<file path="config.mk">
export PLATFORM = sky130hd
export DESIGN_NAME = neighbor_table_next_hop_select_flat
export DESIGN_NICKNAME = d
export VERILOG_FILES = /design/src/sv/ntnh_pkg.sv /design/src/sv/ntnh_chan_if.sv /design/src/sv/ntnh_ram.sv /design/src/sv/ntnh_ctrl.sv /design/src/sv/ntnh_dp.sv /design/src/sv/neighbor_table_next_hop_select.sv /design/src/flat_wrapper.sv
export SDC_FILE = /design/constraint.sdc
export NUM_CORES = 1
export LEC_CHECK = 0
export BUFFER_PORTS_ARGS = -buffer_cell sky130_fd_sc_hd__buf_4
export CORE_AREA = 5 5 42 44
export CTS_BUF_LIST = sky130_fd_sc_hd__clkbuf_16
export DETAILED_ROUTE_END_ITERATION = 16
export DIE_AREA = 0 0 47 49
export PLACE_DENSITY_LB_ADDON = 0.05
export SYNTH_ARGS = -nofsm -noshare
export SYNTH_HDL_FRONTEND = slang
export SYNTH_SLANG_ARGS = --single-unit
</file>
<file path="constraint.sdc">
create_clock -name clk -period 1.45 [get_ports clk]
set_input_delay 0.0725 -clock clk [delete_from_list [all_inputs] [get_ports clk]]
set_output_delay 0.0725 -clock clk [all_outputs]
set_load 0.02 [all_outputs]
</file>
<file path="src/sv/ntnh_pkg.sv">
// Shared types and constants of the neighbor table next-hop selector.
package ntnh_pkg;

  // Request codes; code 3 is unused and ignored.
  localparam logic [1:0] REQ_BEACON    = 2'd0;
  localparam logic [1:0] REQ_ORIGINATE = 2'd1;
  localparam logic [1:0] REQ_RELAY     = 2'd2;

  localparam logic [7:0] HOP_LIMIT_RESET = 8'd20;
  localparam int         RAND_W          = 16;

  typedef struct packed {
    logic [1:0]  req_type;
    logic [15:0] neighbor_addr;
    logic [7:0]  hop_count;
    logic [15:0] rand_value;
  } in_pay_t;

  typedef struct packed {
    logic        send_now;
    logic [15:0] next_hop;
    logic [7:0]  out_hops;
    logic [15:0] seq_number;
    logic        no_neighbor;
    logic        was_added;
    logic        limit_reached;
  } out_pay_t;

  typedef enum logic [2:0] {
    ST_IDLE,
    ST_DECODE,
    ST_SCAN_RD,
    ST_SCAN_CMP,
    ST_WRITE,
    ST_DIV,
    ST_PICK,
    ST_FINISH
  } state_t;

  // Controller to datapath commands.
  typedef struct packed {
    logic load;
    logic scan_rd;
    logic scan_next;
    logic add;
    logic div_step;
    logic pick_rd;
    logic emit;
  } cmd_t;

  // Datapath to controller status.
  typedef struct packed {
    logic [1:0] req_type;
    logic       addr_zero;
    logic       cnt_zero;
    logic       hop_ok;
    logic       match;
    logic       scan_last;
    logic       div_last;
    logic       out_free;
  } stat_t;

endpackage

</file>
<file path="src/sv/ntnh_chan_if.sv">
// Valid/ready channel interface with a typed payload.
interface ntnh_chan_if #(parameter type payload_t = logic);
  logic     valid;
  logic     ready;
  payload_t payload;

  modport source(output valid, output payload, input ready);
  modport sink(input valid, input payload, output ready);
endinterface

</file>
<file path="src/sv/ntnh_ram.sv">
// Generic single-write, single-read RAM with registered read data.
module ntnh_ram #(
  parameter int WIDTH = 16,
  parameter int DEPTH = 32
) (
  input  logic                     clk,
  input  logic                     we,
  input  logic [$clog2(DEPTH)-1:0] waddr,
  input  logic [WIDTH-1:0]         wdata,
  input  logic                     re,
  input  logic [$clog2(DEPTH)-1:0] raddr,
  output logic [WIDTH-1:0]         rdata
);

  logic [WIDTH-1:0] mem_r [DEPTH];
  logic [WIDTH-1:0] rdata_r;

  always_ff @(posedge clk) begin
    if (we) begin
      mem_r[waddr] <= wdata;
    end
    if (re) begin
      rdata_r <= mem_r[raddr];
    end
  end

  assign rdata = rdata_r;

endmodule

</file>
<file path="src/sv/ntnh_ctrl.sv">
// Sequencing state machine of the next-hop selector.
module ntnh_ctrl (
  input  logic            clk,
  input  logic            rst_n,
  input  logic            in_valid,
  output logic            in_ready,
  input  ntnh_pkg::stat_t stat,
  output ntnh_pkg::cmd_t  cmd
);

  ntnh_pkg::state_t state_r, state_nxt;

  // State register
  always_ff @(posedge clk) begin
    if (!rst_n) begin
      state_r <= ntnh_pkg::ST_IDLE;
    end else begin
      state_r <= state_nxt;
    end
  end

  // Next state and commands
  always_comb begin
    state_nxt = state_r;
    cmd       = '0;
    in_ready  = 1'b0;
    case (state_r)
      ntnh_pkg::ST_IDLE: begin
        in_ready = 1'b1;
        if (in_valid) begin
          cmd.load  = 1'b1;
          state_nxt = ntnh_pkg::ST_DECODE;
        end
      end
      ntnh_pkg::ST_DECODE: begin
        case (stat.req_type)
          ntnh_pkg::REQ_BEACON: begin
            if (stat.addr_zero) begin
              state_nxt = ntnh_pkg::ST_FINISH;
            end else if (stat.cnt_zero) begin
              state_nxt = ntnh_pkg::ST_WRITE;
            end else begin
              state_nxt = ntnh_pkg::ST_SCAN_RD;
            end
          end
          ntnh_pkg::REQ_ORIGINATE: begin
            state_nxt = stat.cnt_zero ? ntnh_pkg::ST_FINISH : ntnh_pkg::ST_DIV;
          end
          ntnh_pkg::REQ_RELAY: begin
            state_nxt = (!stat.hop_ok || stat.cnt_zero) ? ntnh_pkg::ST_FINISH
                                                         : ntnh_pkg::ST_DIV;
          end
          default: begin
            state_nxt = ntnh_pkg::ST_FINISH;
          end
        endcase
      end
      ntnh_pkg::ST_SCAN_RD: begin
        cmd.scan_rd = 1'b1;
        state_nxt   = ntnh_pkg::ST_SCAN_CMP;
      end
      ntnh_pkg::ST_SCAN_CMP: begin
        if (stat.match) begin
          state_nxt = ntnh_pkg::ST_FINISH;
        end else if (stat.scan_last) begin
          state_nxt = ntnh_pkg::ST_WRITE;
        end else begin
          cmd.scan_next = 1'b1;
          state_nxt     = ntnh_pkg::ST_SCAN_RD;
        end
      end
      ntnh_pkg::ST_WRITE: begin
        cmd.add   = 1'b1;
        state_nxt = ntnh_pkg::ST_FINISH;
      end
      ntnh_pkg::ST_DIV: begin
        cmd.div_step = 1'b1;
        if (stat.div_last) begin
          state_nxt = ntnh_pkg::ST_PICK;
        end
      end
      ntnh_pkg::ST_PICK: begin
        cmd.pick_rd = 1'b1;
        state_nxt   = ntnh_pkg::ST_FINISH;
      end
      ntnh_pkg::ST_FINISH: begin
        // wait until the result register can take the new result
        if (stat.out_free) begin
          cmd.emit  = 1'b1;
          state_nxt = ntnh_pkg::ST_IDLE;
        end
      end
      default: begin
        state_nxt = ntnh_pkg::ST_IDLE;
      end
    endcase
  end

endmodule

</file>
<file path="src/sv/ntnh_dp.sv">
// Datapath: neighbor table, fill count, bit-serial modulo and result register.
module ntnh_dp #(
  parameter int TABLE_ENTRIES = 32
) (
  input  logic               clk,
  input  logic               rst_n,
  input  ntnh_pkg::cmd_t     cmd,
  output ntnh_pkg::stat_t    stat,
  input  ntnh_pkg::in_pay_t  in_pay,
  input  logic               cfg_we,
  input  logic [7:0]         cfg_wdata,
  output logic               out_valid,
  input  logic               out_ready,
  output ntnh_pkg::out_pay_t out_pay
);

  localparam int IDX_W  = $clog2(TABLE_ENTRIES);
  localparam int CNT_W  = $clog2(TABLE_ENTRIES + 1);
  localparam int STEP_W = $clog2(ntnh_pkg::RAND_W);

  // Latched item
  logic [1:0]                   req_r;
  logic [15:0]                  addr_r;
  logic [7:0]                   hops_r;
  logic [ntnh_pkg::RAND_W-1:0]  rand_sh_r;

  logic [7:0]       hop_limit_r;
  logic [CNT_W-1:0] cnt_r;
  logic [IDX_W-1:0] wp_r, wp_nxt;
  logic [IDX_W-1:0] sp_r;
  logic [CNT_W-1:0] rem_r, rem_nxt;
  logic [STEP_W-1:0] step_r;
  logic [15:0]      seq_r;
  logic             added_r;
  logic             out_valid_r;
  ntnh_pkg::out_pay_t out_pay_r, out_pay_nxt;

  logic [15:0]      rd_data;
  logic [IDX_W-1:0] rd_addr;
  logic [CNT_W:0]   trial;
  logic [CNT_W:0]   dvsr;
  logic             is_orig, is_relay, hop_ok, cnt_zero, want_send, send;

  // Neighbor table storage
  assign rd_addr = cmd.pick_rd ? rem_r[IDX_W-1:0] : sp_r;

  ntnh_ram #(
    .WIDTH(16),
    .DEPTH(TABLE_ENTRIES)
  ) u_table (
    .clk  (clk),
    .we   (cmd.add),
    .waddr(wp_r),
    .wdata(addr_r),
    .re   (cmd.scan_rd | cmd.pick_rd),
    .raddr(rd_addr),
    .rdata(rd_data)
  );

  // Decoded item
  assign is_orig   = (req_r == ntnh_pkg::REQ_ORIGINATE);
  assign is_relay  = (req_r == ntnh_pkg::REQ_RELAY);
  assign hop_ok    = (hops_r < hop_limit_r);
  assign cnt_zero  = (cnt_r == '0);
  assign want_send = is_orig | (is_relay & hop_ok);
  assign send      = want_send & ~cnt_zero;

  // Round-robin write pointer
  assign wp_nxt = (wp_r == IDX_W'(TABLE_ENTRIES - 1)) ? '0 : wp_r + IDX_W'(1);

  // One restoring-division step of rand_value mod count
  assign trial   = {rem_r, rand_sh_r[ntnh_pkg::RAND_W-1]};
  assign dvsr    = {1'b0, cnt_r};
  assign rem_nxt = (trial >= dvsr) ? CNT_W'(trial - dvsr) : trial[CNT_W-1:0];

  // Status to the controller
  always_comb begin
    stat           = '0;
    stat.req_type  = req_r;
    stat.addr_zero = (addr_r == '0);
    stat.cnt_zero  = cnt_zero;
    stat.hop_ok    = hop_ok;
    stat.match     = (rd_data == addr_r);
    stat.scan_last = ((CNT_W'(sp_r) + CNT_W'(1)) == cnt_r);
    stat.div_last  = (step_r == STEP_W'(ntnh_pkg::RAND_W - 1));
    stat.out_free  = ~out_valid_r | out_ready;
  end

  // Result assembly
  always_comb begin
    out_pay_nxt               = '0;
    out_pay_nxt.send_now      = send;
    out_pay_nxt.next_hop      = send ? rd_data : '0;
    out_pay_nxt.out_hops      = (is_relay & hop_ok) ? hops_r + 8'd1 : '0;
    out_pay_nxt.seq_number    = is_orig ? seq_r : '0;
    out_pay_nxt.no_neighbor   = want_send & cnt_zero;
    out_pay_nxt.was_added     = added_r;
    out_pay_nxt.limit_reached = is_relay & ~hop_ok;
  end

  // Item capture, scan and modulo registers
  always_ff @(posedge clk) begin
    if (cmd.load) begin
      req_r     <= in_pay.req_type;
      addr_r    <= in_pay.neighbor_addr;
      hops_r    <= in_pay.hop_count;
      rand_sh_r <= in_pay.rand_value;
      sp_r      <= '0;
      rem_r     <= '0;
      step_r    <= '0;
    end else begin
      if (cmd.scan_next) begin
        sp_r <= sp_r + IDX_W'(1);
      end
      if (cmd.div_step) begin
        rem_r     <= rem_nxt;
        rand_sh_r <= {rand_sh_r[ntnh_pkg::RAND_W-2:0], 1'b0};
        step_r    <= step_r + STEP_W'(1);
      end
    end
    if (cmd.emit) begin
      out_pay_r <= out_pay_nxt;
    end
  end

  // Control state: config, table fill, sequence and result valid
  always_ff @(posedge clk) begin
    if (!rst_n) begin
      hop_limit_r <= ntnh_pkg::HOP_LIMIT_RESET;
      cnt_r       <= '0;
      wp_r        <= '0;
      seq_r       <= '0;
      added_r     <= 1'b0;
      out_valid_r <= 1'b0;
    end else begin
      if (cfg_we) begin
        hop_limit_r <= cfg_wdata;
      end
      if (cmd.load) begin
        added_r <= 1'b0;
      end else if (cmd.add) begin
        added_r <= 1'b1;
        wp_r    <= wp_nxt;
        if (cnt_r != CNT_W'(TABLE_ENTRIES)) begin
          cnt_r <= cnt_r + CNT_W'(1);
        end
      end
      if (cmd.emit && is_orig) begin
        seq_r <= seq_r + 16'd1;
      end
      if (cmd.emit) begin
        out_valid_r <= 1'b1;
      end else if (out_ready) begin
        out_valid_r <= 1'b0;
      end
    end
  end

  assign out_valid = out_valid_r;
  assign out_pay   = out_pay_r;

endmodule

</file>
<file path="src/sv/neighbor_table_next_hop_select.sv">
// Neighbor table with random next-hop selection: one result per accepted
// item, one item at a time. From the cycle an item is taken until the next
// item can be taken: a dropped relay, an ignored code, a beacon from address
// zero or a send with an empty table goes straight to the result; an
// originate or forwarded relay with neighbors present runs the 16-step
// bit-serial modulo of rand_value by the neighbor count plus one table read;
// a beacon compares the sender against k stored entries (one table read and
// one compare each, k at most TABLE_ENTRIES), and a new sender is then
// written. The result sits in an output register, so the next item is taken
// while it waits. hop_limit resets to 20; the user is to write it through
// cfg_we/cfg_wdata only while idle, which the block does not enforce.
module neighbor_table_next_hop_select #(
  parameter int TABLE_ENTRIES = 32
) (
  input  logic               clk,
  input  logic               rst_n,
  ntnh_chan_if.sink          in_ch,
  ntnh_chan_if.source        out_ch,
  input  logic               cfg_we,
  input  logic [7:0]         cfg_wdata
);

  ntnh_pkg::cmd_t  cmd;
  ntnh_pkg::stat_t stat;

  // Sequencer
  ntnh_ctrl u_ctrl (
    .clk     (clk),
    .rst_n   (rst_n),
    .in_valid(in_ch.valid),
    .in_ready(in_ch.ready),
    .stat    (stat),
    .cmd     (cmd)
  );

  // Table, arithmetic and result register
  ntnh_dp #(
    .TABLE_ENTRIES(TABLE_ENTRIES)
  ) u_dp (
    .clk      (clk),
    .rst_n    (rst_n),
    .cmd      (cmd),
    .stat     (stat),
    .in_pay   (in_ch.payload),
    .cfg_we   (cfg_we),
    .cfg_wdata(cfg_wdata),
    .out_valid(out_ch.valid),
    .out_ready(out_ch.ready),
    .out_pay  (out_ch.payload)
  );

endmodule

</file>
<file path="src/flat_wrapper.sv">
// flat-port wrapper written by rule: the top's interface ports become plain ports
module neighbor_table_next_hop_select_flat 
#(
  parameter int TABLE_ENTRIES = 32
)
  (clk, rst_n, cfg_we, cfg_wdata, in_ch_valid, in_ch_payload, in_ch_ready, out_ch_valid, out_ch_payload, out_ch_ready);
  ntnh_chan_if in_ch_i ();
  ntnh_chan_if out_ch_i ();
  input  logic clk;
  input  logic rst_n;
  input  logic cfg_we;
  input  logic [7:0] cfg_wdata;
  input wire logic [$bits(in_ch_i.valid)-1:0] in_ch_valid;
  input wire logic [$bits(in_ch_i.payload)-1:0] in_ch_payload;
  output wire logic [$bits(in_ch_i.ready)-1:0] in_ch_ready;
  output wire logic [$bits(out_ch_i.valid)-1:0] out_ch_valid;
  output wire logic [$bits(out_ch_i.payload)-1:0] out_ch_payload;
  input wire logic [$bits(out_ch_i.ready)-1:0] out_ch_ready;
  assign in_ch_i.valid = in_ch_valid;
  assign in_ch_i.payload = in_ch_payload;
  assign in_ch_ready = in_ch_i.ready;
  assign out_ch_valid = out_ch_i.valid;
  assign out_ch_payload = out_ch_i.payload;
  assign out_ch_i.ready = out_ch_ready;
  neighbor_table_next_hop_select #(.TABLE_ENTRIES(TABLE_ENTRIES)) u_core (.clk(clk), .rst_n(rst_n), .in_ch(in_ch_i), .out_ch(out_ch_i), .cfg_we(cfg_we), .cfg_wdata(cfg_wdata));
endmodule
</file>
### Yosys cells after proc, flatten, opt, wreduce, memory -nomap -nowiden

Index checks and enable logic that the tools add are counted.

| storage, ports and cells | value |
|---|---|
| flip-flop bits (word level) | 35 |
| input bits | 14 |
| output and inout port bits | 3 |
| logic and storage cells | 53 |

| cells by class | value |
|---|---|
| add/sub/neg operators | 4 |
| equal/unequal tests | 13 |
| muxes and demuxes | 20 |
| bitwise gates (word level) | 4 |
| reductions and logical operators | 6 |

Operator list:

| kind | count |
|---|---|
| 3-bit case mux with 6 select lines | 1 |
| 16-bit logical NOT | 1 |
| 3-bit 2-to-1 mux | 5 |
| 1-bit 2-to-1 mux | 14 |
| 3-bit == test, second input constant | 4 |
| 5-bit by 1-bit adder with 6-bit output, second input constant | 1 |
| 6-bit by 1-bit adder with 6-bit output, second input constant | 1 |
| 3-bit by 2-bit == test with 1-bit output, second input constant | 2 |
| 6-bit == test | 1 |
| 6-bit inequality test, second input constant | 1 |
| 3-bit AND reduction | 2 |
| 5-bit by 1-bit adder with 5-bit output, second input constant | 1 |
| 4-bit by 1-bit adder with 4-bit output, second input constant | 1 |
| 4-bit == test, second input constant | 1 |
| 2-bit by 1-bit inequality test with 1-bit output, second input constant | 2 |
| 3-bit by 1-bit == test with 1-bit output, second input constant | 1 |
| 3-bit logical NOT | 1 |
| 3-bit OR reduction | 1 |
| 2-bit inequality test, second input constant | 1 |
| 1-bit inverter | 2 |
| 1-bit OR | 2 |
| 2-bit nonzero test | 1 |

### Logic depth before layout (Yosys ltp)

| logic depth | value |
|---|---|
| depth in word-level cells | 5 |
| depth in mapped cells | 5 |
| mapped depth without buffers | 4 |

### Hierarchy

From an unflattened synthesis, not the netlist that was laid out.

| second synthesis, totals | value |
|---|---|
| cell total of the unflattened synthesis | 1750 |
| area total of the unflattened synthesis | 27550.2 um^2 |

By module, submodules not included:

| module | times used | cells an instance | area an instance (um^2) | sequential area each (um^2) |
|---|---|---|---|---|
| ntnh_ram | 1 | 1143 | 20696.1 | 15855.2 |
| ntnh_dp | 1 | 557 | 6463.7 | 3623.5 |
| ntnh_ctrl | 1 | 49 | 386.6 | 60.1 |
| neighbor_table_next_hop_select | 1 | 1 | 3.8 | 0.0 |

### Least setup slack after synthesis

Ideal clock, no wire load.

| timing | value |
|---|---|
| path type | reg2reg |
| start | register u_core.u_ctrl.state_r[0] |
| end | register u_core.u_ctrl.state_r[0] |
| library setup time | 74 ps |
| arrival time | 1350 ps |
| required time | 1376 ps |
| slack | 26 ps |
| cell stages (with the launch flop) | 5 |
| path buffers | 1 |
| period minus slack after synthesis | 1424 ps |
| cell sequence | dfxtp_1 > buf_2 > nor3_1 > a21oi_1 > a31oi_1 |

| between the ends | value |
|---|---|
| cells in the longest elaborated chain, start to end | 3 |
| elaborated cells on any way between the ends | 14 |
| those cells by class | 10 x eq/ne; 1 x mux; 3 x reduce/logical |

Ends and longest elaborated chain:

| element | line | text |
|---|---|---|
| start: declaration | ntnh_ctrl.sv:11 | `ntnh_pkg::state_t state_r, state_nxt;` |
| start signal: assignment | ntnh_ctrl.sv:16 | `state_r <= ntnh_pkg::ST_IDLE;` |
| start signal: assignment | ntnh_ctrl.sv:18 | `state_r <= state_nxt;` |
| 3-bit == test (tied with other cells) | ntnh_ctrl.sv:27 | `case (state_r)` |
| 3-bit OR reduction (no source line) (tied with other cells) | -- |  |
| 3-bit case mux with 6 select lines / 3-bit AND reduction (equally long branches) | -- |  |

Parallel ways exist; a longest one is shown, timed or not.
A chain may end at the register's enable or synchronous reset.

### Worst setup path after layout

| timing | value |
|---|---|
| start | register u_core.u_dp.step_r[0] |
| end | register u_core.u_ctrl.state_r[0] |

| between the ends | value |
|---|---|
| cells in the longest elaborated chain, start to end | 3 |

Ends and longest elaborated chain:

| element | line | text |
|---|---|---|
| start: declaration | ntnh_dp.sv:32 | `logic [STEP_W-1:0] step_r;` |
| start signal: assignment | ntnh_dp.sv:118 | `step_r <= step_r + STEP_W'(1);` |
| 4-bit == test | ntnh_dp.sv:85 | `stat.div_last = (step_r == STEP_W'(ntnh_pkg::RAND_W - 1));` |
| 2-bit by 1-bit inequality test with 1-bit output (no source line) | -- |  |
| 3-bit AND reduction (no source line) | -- |  |

Every way passes these cells.

==> key figures <==
Status
  – Status: finished, final reports clean

Setup path
  – Critical Path Sink Type: flop
  – Reg2reg path depth: 4
  – Crit path DAT: approximately 1.5 ns
  – Worst setup path startpoint: u_core.u_dp.step_r[0]
  – Critical path cell sequence: ha_1 > and3_1 > or3_1 > a31oi_1
  – Req. time, crit path: 1.61 ns
  – Slowest-stage cell, CP: dfxtp_1
  – RR Startpoint: u_core.u_dp.step_r[0]
  – Crit path capture: u_core.u_ctrl.state_r[0]
  – CP peak stage delay: ~0.34 ns
  – CP Max Fanout: 5
  – FF-to-FF setup slack: 0.13 ns
  – Reg2reg end: u_core.u_ctrl.state_r[0]
  – Kind of critical path: reg2reg
  – Startpoint Class: flop

STA
  – Setup tns final: 0 ns
  – Tcrit/Tclk final: 0.909
  – Post-route minimum period: 1.32 ns
  – Clk_skew: between 0.0007 and 0.0008 ns
  – Maximum clock frequency: between 700 and 800 MHz
  – RSZ-0062 raised after global routing: no
  – Final Hold Fails: 0
  – Pins Over Slew Limit: 0
  – Setup-failing EPs final: 0
  – Final WS setup: 0.132 ns

Global route
  – First-pass GRT wire length: 1820 um
  – GRT overflow: 0
  – Vias in the first global route: 404
  – Initial antenna violation count: 0
  – Total GRT Usage: 0.116
  – Largest net degree at the start of global routing: 11

Power
  – Internal cell power: 0.801 mW
  – PwrDens: 2160 nW/um^2
  – Switch share: 0.331
  – Clock share of power: 0.391
  – Register share of total power: 0.321
  – Switch Pwr: 0.396 mW
  – Leakage: 0.221 nW
  – Comb pwr share: 0.288
  – Worst vdd ir: just under 800 uV

Synthesis
  – Netlist cell types: 26
  – Synth Instances: 50
  – Sequential share of the synthesized area: 0.380
  – Mapped Avg Cell Area: 8.43 um^2
  – Number of synthesis warnings: 0
  – Post-Syn Area: 422 um^2
  – Seq cells post-synth: 8
  – Syn Nets: 66

Route
  – Total Routed Length: ~1000 um
  – # DRC: 0
  – Post-route ant nets: 0
  – Routed vias: 399
  – Via density: 5.54
  – Initial DRC count: 1
  – Routed len/inst: approximately 14 um
  – Pre-Repair DR Iteration Count: 2

Hold path
  – HP Class: in2reg
  – Hold depth: 3

Clocking
  – H-tree levels: 1
  – Clock tree buffer depth: 2
  – CTS Sinks: 8
  – Clk_lat worst skew: 0.23 ns
  – Clk root buf: clkbuf_16
  – Post-CTS Setup Inserts: 0
  – Reg clk slew, reported paths: 0.04 ns
  – CTS resizes: 0
  – Hold-fix buffers, CTS: 0
  – Cts bufs inserted: 3
  – CTS tree: built

Die
  – Die Span Y: 49 um
  – Core area: 1400 um^2
  – Chip width: 47 um
  – # IOs: 17
  – Starting Density: 0.301
  – Die ar.: 2300 um^2
  – Site row count: 14

Placed design
  – Dpl ws: between 0.07 and 0.08 ns
  – Placed Cells: 69
  – GPL Wtd Cong: 0.816
  – Port buffer count: 5

Final layout
  – Reg area: 161 um^2
  – Multi-input logic area: 248 um^2
  – Ant diodes: 0
  – Most common cell after layout, fill and taps aside: nor2_1
  – Non-Filler Instances: 72
  – Final cell utilization of the core: 0.395
  – Layout cells sized above 1: 0.214
  – Area growth syn-to-layout: 31.2%
  – Fillers: ~160
  – Final #Nets: 74
  – Most frequent cells in the layout: 8 x nor2_1, 7 x a21oi_1, 7 x dfxtp_1

Job
  – Maxcap violations: 0
[critical path, delay by kind of cell (launching register included)]
kind | cells | cell delay (ns)
simple gates | 2 | 0.51
fa+ha+maj | 1 | 0.24
compound gates | 1 | 0.16
flops | 1 | 0.34
[metal layers]
metal	routed length, um	GRT usage
met5	0	0
met4	46	0.111
met3	65	0.0480
met2	498	0.167
met1	387	0.118
[registers in the layout, summed over array words and instances, names as in the netlist]
register	flops
u_core.u_dp.step_r	4
u_core.u_ctrl.state_r	3
u_core.u_dp.out_valid	1
[cells by family after synthesis]
kind of cell             synth area share
AO/OA/AOI/OAI                       0.285
flip-flops                          0.380
other                             0.00889
buffers and inverters              0.0504
adder cells (fa/ha/maj)            0.0593
AND/OR/NAND/NOR                     0.217
[power by group through the flow]
stage	clock network, mW	logic (mW)	registers, mW
finish	0.468	0.345	0.384
global route	0.492	0.385	0.395
CTS	0.477	0.347	0.376
detailed placement	0	0.337	0.381
global placement	0	0.328	0.374
floorplan	0	0.286	0.331
[final cells by class]
type / count / area share
Sequential cell: 8 / 0.292
Inverter: 1 / 0.00679
Multi-Input combinational cell: 38 / 0.448
Clock buffer: 3 / 0.136
Timing Repair Buffer: 6 / 0.0814
Tap cell: 16 / 0.0362
[worst min path at each step]
| stage | from | end | slack, ns |
|---|---|---|---|
| 5_1_grt | rst_n | u_core.u_ctrl.state_r[2] | 0.13 |
| 3_3_place_gp | rst_n | u_core.u_dp.out_valid | 0.36 |
| 2_1_floorplan | rst_n | u_core.u_dp.out_valid | 0.23 |
| 3_5_place_dp | rst_n | u_core.u_dp.out_valid | 0.36 |
| 6_report | rst_n | u_core.u_ctrl.state_r[2] | 0.11 |
| 4_1_cts | rst_n | u_core.u_dp.out_valid | 0.12 |
[stage by stage]
stage,instance area [um^2],hold slack [ns],power [mW]
2_1_floorplan,422,0.226,0.617
3_3_place_gp,469,0.360,0.702
3_5_place_dp,469,0.363,0.718
4_1_cts,544,0.117,1.20
5_1_grt,553,0.129,1.27
6_report,553,0.105,1.20
[Yosys cell counts, drive strengths merged]
master	count	share of area
dfxtp	8	0.38
nor2	8	0.071
a21oi	7	0.083
buf	3	0.042
a311oi	2	0.042
ha	2	0.059
or3	2	0.030
a211oi	1	0.018
a21boi	1	0.018
a21o	1	0.018
a22oi	1	0.018
a31oi	1	0.015
and3	1	0.015
and4	1	0.021
conb	1	0.0089
inv	1	0.0089
nand2	1	0.0089
nand2b	1	0.015
nand3	1	0.012
nor2b	1	0.033
nor3	1	0.012
o21ai	1	0.012
o311ai	1	0.021
o32ai	1	0.021
o41ai	1	0.021
Note: power is estimated with default switching activity, not from simulation.
